**src/design/multimode_iq_demodulator_macros.svh**
```systemverilog
// Assertion macros shared by the demodulator modules.
`ifndef MULTIMODE_IQ_DEMODULATOR_MACROS_SVH
`define MULTIMODE_IQ_DEMODULATOR_MACROS_SVH
// Implication checked at every rising clock edge outside reset.
`define MIQ_ASSERT_IMP(label, clk, rstn, ante, cons, msg) \
    label: assert property (@(posedge clk) disable iff (!rstn) (ante) |-> (cons)) \
        else $error(msg);
// Next-cycle implication checked outside reset.
`define MIQ_ASSERT_NXT(label, clk, rstn, ante, cons, msg) \
    label: assert property (@(posedge clk) disable iff (!rstn) (ante) |=> (cons)) \
        else $error(msg);
`endif

```
**src/design/miqd_pkg.sv**
```systemverilog
// ----------------------------------------------------------------------------
// miqd_pkg
// Shared constants, types and tables for the multimode I/Q demodulator.
// ----------------------------------------------------------------------------
`default_nettype none
package miqd_pkg;
    localparam int SW       = 16;
    localparam int FRAC     = SW - 1;
    localparam int NSTAGES  = 16;
    localparam int GUARD    = 8;
    localparam int CW_W     = SW + GUARD + 3;
    localparam int STG_W    = $clog2(NSTAGES + 1);
    localparam int ACC_W    = 48;

    // Reciprocal of 255 with 16 extra fraction bits; exact for every byte.
    localparam longint CTR_RECIP = ((longint'(1) << (FRAC + 16)) + 254) / 255;
    localparam int     CTR_RW    = FRAC + 9;

    localparam logic [2:0] MODE_NFM = 3'd0;
    localparam logic [2:0] MODE_WFM = 3'd1;
    localparam logic [2:0] MODE_AM  = 3'd2;
    localparam logic [2:0] MODE_USB = 3'd3;
    localparam logic [2:0] MODE_LSB = 3'd4;
    localparam logic [2:0] MODE_CW  = 3'd5;

    localparam logic [2:0] REG_MODE   = 3'd0;
    localparam logic [2:0] REG_RATIO  = 3'd1;
    localparam logic [2:0] REG_PRE    = 3'd2;
    localparam logic [2:0] REG_POST   = 3'd3;
    localparam logic [2:0] REG_DEEMPH = 3'd4;

    typedef logic signed [SW-1:0] samp_t;

    typedef struct packed {
        logic         start;
        logic [SW-1:0] i_c;
        logic [SW-1:0] q_c;
    } cordic_req_t;

    typedef struct packed {
        logic          done;
        logic [SW-1:0] angle;
        logic signed [SW+1:0] mag;
    } cordic_rsp_t;

    function automatic logic [31:0] atan_entry(input logic [4:0] k);
        logic [31:0] r;
        case (k)
            5'd0:  r = 32'd536870912;
            5'd1:  r = 32'd316933406;
            5'd2:  r = 32'd167458907;
            5'd3:  r = 32'd85004756;
            5'd4:  r = 32'd42667331;
            5'd5:  r = 32'd21354465;
            5'd6:  r = 32'd10679838;
            5'd7:  r = 32'd5340245;
            5'd8:  r = 32'd2670163;
            5'd9:  r = 32'd1335087;
            5'd10: r = 32'd667544;
            5'd11: r = 32'd333772;
            5'd12: r = 32'd166886;
            5'd13: r = 32'd83443;
            5'd14: r = 32'd41722;
            5'd15: r = 32'd20861;
            5'd16: r = 32'd10430;
            5'd17: r = 32'd5215;
            5'd18: r = 32'd2608;
            5'd19: r = 32'd1304;
            5'd20: r = 32'd652;
            5'd21: r = 32'd326;
            5'd22: r = 32'd163;
            5'd23: r = 32'd81;
            default: r = 32'd0;
        endcase
        return r;
    endfunction

    // Offset-binary byte to signed sample: (2b-255)*2^FRAC/255, toward zero.
    function automatic samp_t centre(input logic [7:0] b);
        logic signed [9:0]  t;
        logic [8:0]         m;
        logic [CTR_RW+8:0]  p;
        logic [SW-1:0]      quo;
        logic signed [SW:0] v;
        t = $signed({1'b0, b, 1'b0}) - 10'sd255;
        m = t[9] ? 9'(-t) : t[8:0];
        // Divide by 255 through the reciprocal, then drop the extra bits.
        p = (CTR_RW+9)'(m) * (CTR_RW+9)'(CTR_RECIP);
        quo = p[16 +: SW];
        v = t[9] ? -$signed({1'b0, quo}) : $signed({1'b0, quo});
        if (v > $signed((SW+1)'((1 << FRAC) - 1))) v = (SW+1)'((1 << FRAC) - 1);
        return v[SW-1:0];
    endfunction
endpackage
`default_nettype wire

```
**src/design/miqd_cordic.sv**
```systemverilog
// ----------------------------------------------------------------------------
// miqd_cordic
// Iterative vectoring CORDIC: one rotation per cycle, angle and magnitude.
// ----------------------------------------------------------------------------
`default_nettype none
module miqd_cordic (
    input  wire                        aclk,
    input  wire                        aresetn,
    input  miqd_pkg::cordic_req_t      req,
    output miqd_pkg::cordic_rsp_t      rsp
);
    import miqd_pkg::*;

    logic signed [CW_W-1:0] x_reg, x_next, y_reg, y_next;
    logic [31:0]            z_reg, z_next;
    logic [STG_W-1:0]       k_reg, k_next;
    logic                   busy_reg, busy_next;
    logic                   done_reg, done_next;
    logic signed [SW+1:0]   mag_reg, mag_next;
    logic [SW-1:0]          ang_reg, ang_next;
    logic signed [CW_W-1:0] dx, dy, xi, yi;
    logic signed [CW_W+16:0] prod;

    // Floor shift of a magnitude toward minus infinity on negatives equals
    // arithmetic shift when rounded up in magnitude; mirror floor_shr exactly.
    function automatic logic signed [CW_W-1:0] fsh(input logic signed [CW_W-1:0] v,
                                                   input logic [STG_W-1:0] s);
        logic [CW_W-1:0] m;
        logic [CW_W-1:0] one;
        if (!v[CW_W-1]) return v >>> s;
        one = {{(CW_W-1){1'b0}}, 1'b1};
        m = CW_W'(-v);
        m = (m + ((one << s) - one)) >> s;
        return -$signed(m);
    endfunction

    always_comb begin
        xi = $signed({{(CW_W-SW){req.i_c[SW-1]}}, req.i_c}) <<< GUARD;
        yi = $signed({{(CW_W-SW){req.q_c[SW-1]}}, req.q_c}) <<< GUARD;
        dx = fsh(y_reg, k_reg);
        dy = fsh(x_reg, k_reg);
        prod = x_reg * $signed(18'sd39797);
        x_next = x_reg; y_next = y_reg; z_next = z_reg; k_next = k_reg;
        busy_next = busy_reg; done_next = 1'b0;
        mag_next = mag_reg; ang_next = ang_reg;
        if (req.start) begin
            if (xi < 0) begin
                x_next = -xi; y_next = -yi; z_next = 32'h8000_0000;
            end else begin
                x_next = xi; y_next = yi; z_next = '0;
            end
            k_next = '0;
            busy_next = 1'b1;
        end else if (busy_reg) begin
            if (k_reg == STG_W'(NSTAGES)) begin
                busy_next = 1'b0;
                done_next = 1'b1;
                ang_next = z_reg[31 -: SW];
                mag_next = (SW+2)'(prod >>> (16 + GUARD));
            end else begin
                if (y_reg > 0) begin
                    x_next = x_reg + dx; y_next = y_reg - dy;
                    z_next = z_reg + atan_entry(5'(k_reg));
                end else begin
                    x_next = x_reg - dx; y_next = y_reg + dy;
                    z_next = z_reg - atan_entry(5'(k_reg));
                end
                k_next = k_reg + 1'b1;
            end
        end
    end

    always_ff @(posedge aclk) begin
        if (!aresetn) begin
            busy_reg <= 1'b0;
            done_reg <= 1'b0;
            k_reg    <= '0;
        end else begin
            busy_reg <= busy_next;
            done_reg <= done_next;
            k_reg    <= k_next;
        end
        x_reg <= x_next; y_reg <= y_next; z_reg <= z_next;
        mag_reg <= mag_next; ang_reg <= ang_next;
    end

    assign rsp.done  = done_reg;
    assign rsp.angle = ang_reg;
    assign rsp.mag   = mag_reg;

    `include "multimode_iq_demodulator_macros.svh"
    `MIQ_ASSERT_NXT(a_done_pulse, aclk, aresetn, done_reg, !done_reg, "done held")
    `MIQ_ASSERT_IMP(a_k_range, aclk, aresetn, busy_reg, k_reg <= STG_W'(NSTAGES), "k range")
    `MIQ_ASSERT_NXT(a_start_busy, aclk, aresetn, req.start, busy_reg, "start lost")
endmodule
`default_nettype wire

```
**config.mk**
```make
export PLATFORM = sky130hd
export DESIGN_NAME = miqd_cordic
export DESIGN_NICKNAME = d
export VERILOG_FILES = /design/src/design/miqd_pkg.sv /design/src/design/miqd_cordic.sv
export VERILOG_INCLUDE_DIRS = /design/src /design/src/design
export SDC_FILE = /design/constraint.sdc
export NUM_CORES = 2
export LEC_CHECK = 0
export BUFFER_PORTS_ARGS = -buffer_cell sky130_fd_sc_hd__buf_2
export CORE_ASPECT_RATIO = 1.2
export CORE_MARGIN = 3
export CORE_UTILIZATION = 26
export DETAILED_ROUTE_END_ITERATION = 8
export PLACE_DENSITY = 0.47
export RECOVER_POWER = 50
export SETUP_SLACK_MARGIN = 0.2
export SKIP_LAST_GASP = 1
export SLEW_MARGIN = 10
export SYNTH_ARGS = -nofsm -noshare
export SYNTH_HDL_FRONTEND = slang
export SYNTH_SLANG_ARGS = --single-unit
export TNS_END_PERCENT = 1
```
**constraint.sdc**
```tcl
create_clock -name aclk -period 12.86 [get_ports aclk]
set_input_delay 2.572 -clock aclk [delete_from_list [all_inputs] [get_ports aclk]]
set_output_delay 2.572 -clock aclk [all_outputs]
set_load 0.02 [all_outputs]
```
Word level (Yosys, flattened, before mapping) --
Memories as Yosys holds them, arrays and structs flattened. A register that Yosys moved wholly into a read port is not among the register bits. Cells that the tools add are included.
Cells by class: add/sub/neg operators 16, multipliers 1, order comparisons 2, eq/ne operators 2, shift-type cells 5, mux-type cells 33, bitwise logic cells 4, reduce and logical (&&, ||, !) cells 6
Operator list (number):
- 2-to-1 mux 32 bit | 13
- 2-to-1 mux 27 bit | 12
- adder 27 bit | 4
- negation 27 bit | 4
- negation 24 -> 27 bit | 2
- >> shifter 27 x 5 -> 27 bit | 2
- >>> shifter 27 x 5 -> 27 bit | 2
- subtractor 27 bit | 2
- multiplier 27 x 17 -> 42 bit (second input constant) | 1
- adder 32 bit | 1
- subtractor 32 bit | 1
- greater-than comparator 27 x 1 -> 1 bit (second input constant) | 1
- << shifter 1 x 5 -> 27 bit (first input constant) | 1
- subtractor 27 x 1 -> 27 bit (second input constant) | 1
- < comparator 24 x 1 -> 1 bit (second input constant) | 1
- 2-to-1 mux 5 bit | 4
- adder 5 x 1 -> 5 bit (second input constant) | 1
- equality test 5 bit (second input constant) | 1
- 2-to-1 mux 1 bit | 4
- NOT 1 bit | 4
- AND reduction 2 bit | 2
- AND reduction 3 bit | 1
- OR reduction 3 bit | 1
- inequality test 2 bit (second input constant) | 1
- other kinds (2) | 2
Storage, ports and cells: register bits after elaboration 127, ROM bits 1920, output and inout port bits 35, logic and storage cells 79, memories kept 2
Memory list:
- (name not given) | depth 32, bits a word 30, rd ports 1, clocked after Yosys merged registers in 1, wr ports 0, RTL line miqd_pkg.sv:48 | case (k)
- (name not given) | depth 32, bits a word 30, rd ports 1, clocked after Yosys merged registers in 1, wr ports 0, RTL line miqd_pkg.sv:48

Depth between registers and ports, before layout --
depth after elaboration 11, gate-level depth with buffers 57, depth with buffers taken out 48

Worst setup path after synthesis --
No wires, ideal clock.
path kind reg2reg, from register k_reg[0], to register x_reg[26], data pin, arrival 11.094 ns, setup slack 1.628 ns, stages on the path, launching flop included 54, buffers on the path 9, cell sequence dfxtp_1 clkinv_1 buf_1 clkbuf_1 buf_1 clkbuf_1 clkbuf_1 ha_1 clkbuf_1 nand2_1 ha_1 buf_2 or4b_1 o2bb2ai_1 clkbuf_1 o21ai_0 o21ai_0 nand2_1 [18 not listed] mux2i_1 o32ai_1 or4_1 nand4b_1 o21ai_0 xnor2_1 ha_1 and3_1 a21oi_1 nand3_1 a31o_2 o41ai_1 o2111ai_1 a21oi_1 xnor2_1 or3_1 a31o_1 nand4_1
On the way: word-level cells in the longest chain between the ends 11
Ends and longest elaborated chain:
- from (decl) | RTL line miqd_cordic.sv:16 | logic [STG_W-1:0] k_reg, k_next;
- from (signal assigned) | RTL line miqd_cordic.sv:81 | k_reg <= k_next;
- << shifter 1 x 5 -> 27 bit | RTL line miqd_cordic.sv:33 | m = (m + ((one << s) - one)) >> s;
- subtractor 27 x 1 -> 27 bit | RTL line miqd_cordic.sv:33
- adder 27 bit | RTL line miqd_cordic.sv:33
- >> shifter 27 x 5 -> 27 bit | RTL line miqd_cordic.sv:33
- negation 27 bit | RTL line miqd_cordic.sv:34 | return -$signed(m);
- 2-to-1 mux 27 bit * | RTL line miqd_cordic.sv:31 | one = {{(CW_W-1){1'b0}}, 1'b1};
- subtractor 27 bit or adder 27 bit (tied branches) | RTL line miqd_cordic.sv:65, miqd_cordic.sv:62
- 2-to-1 mux 27 bit * | RTL line miqd_cordic.sv:61 | if (y_reg > 0) begin
- 2-to-1 mux 27 bit * | RTL line miqd_cordic.sv:55 | if (k_reg == STG_W'(NSTAGES)) begin
- 2-to-1 mux 27 bit * | RTL line miqd_cordic.sv:54 | end else if (busy_reg) begin
- 2-to-1 mux 27 bit * | RTL line miqd_cordic.sv:46 | if (req.start) begin
- via x_next[26] | RTL line miqd_cordic.sv:14 | logic signed [CW_W-1:0] x_reg, x_next, y_reg, y_next;
- to (signal assigned) | RTL line miqd_cordic.sv:83 | x_reg <= x_next; y_reg <= y_next; z_reg <= z_next;
- to (decl) | RTL line miqd_cordic.sv:14
Mark *: on every way through the listed nets, which the timed path passes. The rest lies on a longest branch. The select of a mux whose other input is x is not followed. A chain may end at the register's enable or synchronous reset.

Worst setup path in the final report --
from register k_reg[3], to register x_reg[23], data pin
The elaborated chain is that of the path after synthesis.

==> results.md <==
- Outcome: finished with violations
- Failing checks: capacitance limit, slew limit
- Worst Tran Pin Value: roughly 3.3 ns
- Post-CTS Setup Inserts: 0
- Die area: around 130000 um^2
- Final min period: ~11 ns
- Leading area contributor after synthesis: fa_1
- # setup viols final: 0
- Syn. warnings: 0
- Drt initial violations: roughly 3200
- Max clock buf depth: 2
- Drt wl/cell: ~23 um
- Reg clk slew, reported paths: 0.07 ns
- Max frequency: just under 90 MHz
- Inserted Diodes: 0
- Initial antenna violation count: 1
- Most frequent cell after synthesis: inv_1
- Largest net degree at the start of global routing: 72
- FF-to-FF path depth: between 40 and 50
- RSZ-0062 raised after global routing: no
- Period utilisation layout: about nine tenths
- Non-filler cells, final: between 5000 and 6000
- Area Growth Syn to Fin: 10.3%
- Top_reg_cell synth: edfxtp_1
- Final hold violation count: 0
- CP max stage delay: about 0.83 ns
- Total CTS buffers: 17
- Worst-skew pair later-pin latency: roughly 0.5 ns
- Worst setup SP type: register
- CTS tree: yes
- Skew final: about 0.018 ns
- Top Ports: 70
- Post-DP HPWL: approximately 110 mm
- Post-Route WL: 133 mm
- Core area: 126000 um^2
- Die width: roughly 330 um
- Hold crit path type: register to register
- Port buffer count: a little under 70
- Seq/Total Area, Yosys: 13.1%
- Slew headroom: -122%
- # nets final: 4773
- Post-cts resize count: 0
- Hold Buf Count CTS: 0
- Crit. End Element: register
- CP max FO: 8
- Number of routed nets with antenna violations: 0
- DR vias/cell: around 5.5
- DRT Pass-1 Iters: 7
- Post-Syn Nets: around 4700
- Crit path DAT: between 10 and 15 ns
- Synth Area per Inst: 8.02 um^2
- Post-DP Area: between 30000 and 40000 um^2
- Hold Path Depth: 0
- Htree depth: 4
- Commonest cells post-synth: inv_1, nor2_1, ha_1, nand2_1, a21oi_1
- DRC violations left: 0
- Cell area after synthesis: between 30000 and 40000 um^2
- Final-report max-slew violation count: approximately 240
- Netlist cell types: 115
- Die Y: just under 400 um
- Clock root cell: clkbuf_16
- Via count: around 32000
- Vias in the first global route: about 32000
- Number of max-cap violations: 5
- Sinks on Clock Net: 157
- Post-Synthesis Cells: slightly above 4000
- Dpl cells: between 5000 and 6000
- Critical path required time: 13.20 ns
- Finished Cell Area: about 37000 um^2
- Area contributors post-synth: fa_1, ha_1, edfxtp_1
- First-pass GRT wire length: between 150 and 200 mm
- Critical path class: register to register
- Overflow after GRT: 0
- Layout cells sized above 1: a little under a tenth
- Register bit total from synthesis: about 160
- Initial Util: between 20% and 30%
- Post-synth EDFFs: 120
- Slowest CP cell: xnor2_1
- Fillers: about 14000
- Gr usage total: around 20%
- Post-synth top area share: roughly an eighth
- Global placement routability congestion: roughly 0.97
- Setup Total Neg Slack: 0 ns
- Site Rows: between 100 and 150
- Asr flop ratio synth: 0%
[per-layer routing]
metal / track usage (%) / share of wire [%] / vias up
li1: - / - / 15057
met4: 11.2 / 6.3 / 2
met1: 23.9 / 41 / 15971
met3: 1.96 / 4.8 / 262
met5: 0 / 0.0098 / -
met2: 33.6 / 48 / 1088
[final cells by class]
class / count / area (um^2) / share of cell area [%]
Tap cell: 1656 / 2070 / 5.66
Clock buffer: 23 / 502 / 1.37
Inverter: 468 / 1760 / 4.80
Timing Repair Buffer: 237 / 1550 / 4.24
Sequential cell: 157 / 4360 / 11.9
Multi-Input combinational cell: 3305 / 26300 / 71.8
Clock inverter: 9 / 71.3 / 0.195
[placed cells by master, fill, tap and decap left out, types with 44 or more instances in the layout]
cell type    n
nor3_1     130
o21ai_0    213
nand2_1    337
ha_1       339
xor2_1      92
a211oi_1    58
nand3_1     92
buf_4      165
and3_1      55
a21o_1      59
mux2i_1     76
inv_1      462
a21oi_1    255
a31oi_1     44
nor2_1     340
fa_1       213
xnor2_1    128
edfxtp_1   120
[worst paths after layout]
check	to	slack, ns	startpoint
hold / removal	ang_reg[5]$_DFFE_PP_	0.47	z_reg[21]$_SDFFCE_PP0P_
setup reg to reg	x_reg[23]$_DFFE_PP_	1.36	k_reg[3]$_SDFFE_PP0P_
hold reg to reg	ang_reg[5]$_DFFE_PP_	0.47	z_reg[21]$_SDFFCE_PP0P_
setup / recovery	x_reg[23]$_DFFE_PP_	1.36	k_reg[3]$_SDFFE_PP0P_
[logic make-up after synthesis]
kind of cell	count (synthesis)	synth area share, %
AO/OA/AOI/OAI	1120	23.2
XOR/XNOR	221	5.86
adder cells (fa/ha/maj)	552	25.6
buffers and inverters	675	7.74
flip-flops	157	13.1
multiplexers	130	5.35
AND/OR/NAND/NOR	1282	19.1
[metrics by stage]
step,hold slack [ns],setup slack (ns),utilization (%)
floorplan,0.433,1.63,-
global placement,0.463,1.75,28.7
detailed placement,0.444,1.62,28.7
CTS,0.477,1.59,29.1
global route,0.495,0.609,29.1
finish,0.471,1.36,29.1
[critical path, delay by kind of cell, from the launching register on]
family          cells  cell delay (ns)
compound gates     25             5.69
xor+xnor            1             0.83
fa+ha+maj           5             1.67
buf+inv             5             0.68
flops               1             0.32
mux                 1             0.32
simple gates        8             1.82
Power is not shown: default switching activity piles up to over one toggle a cycle in this logic, so the estimate is an artifact.
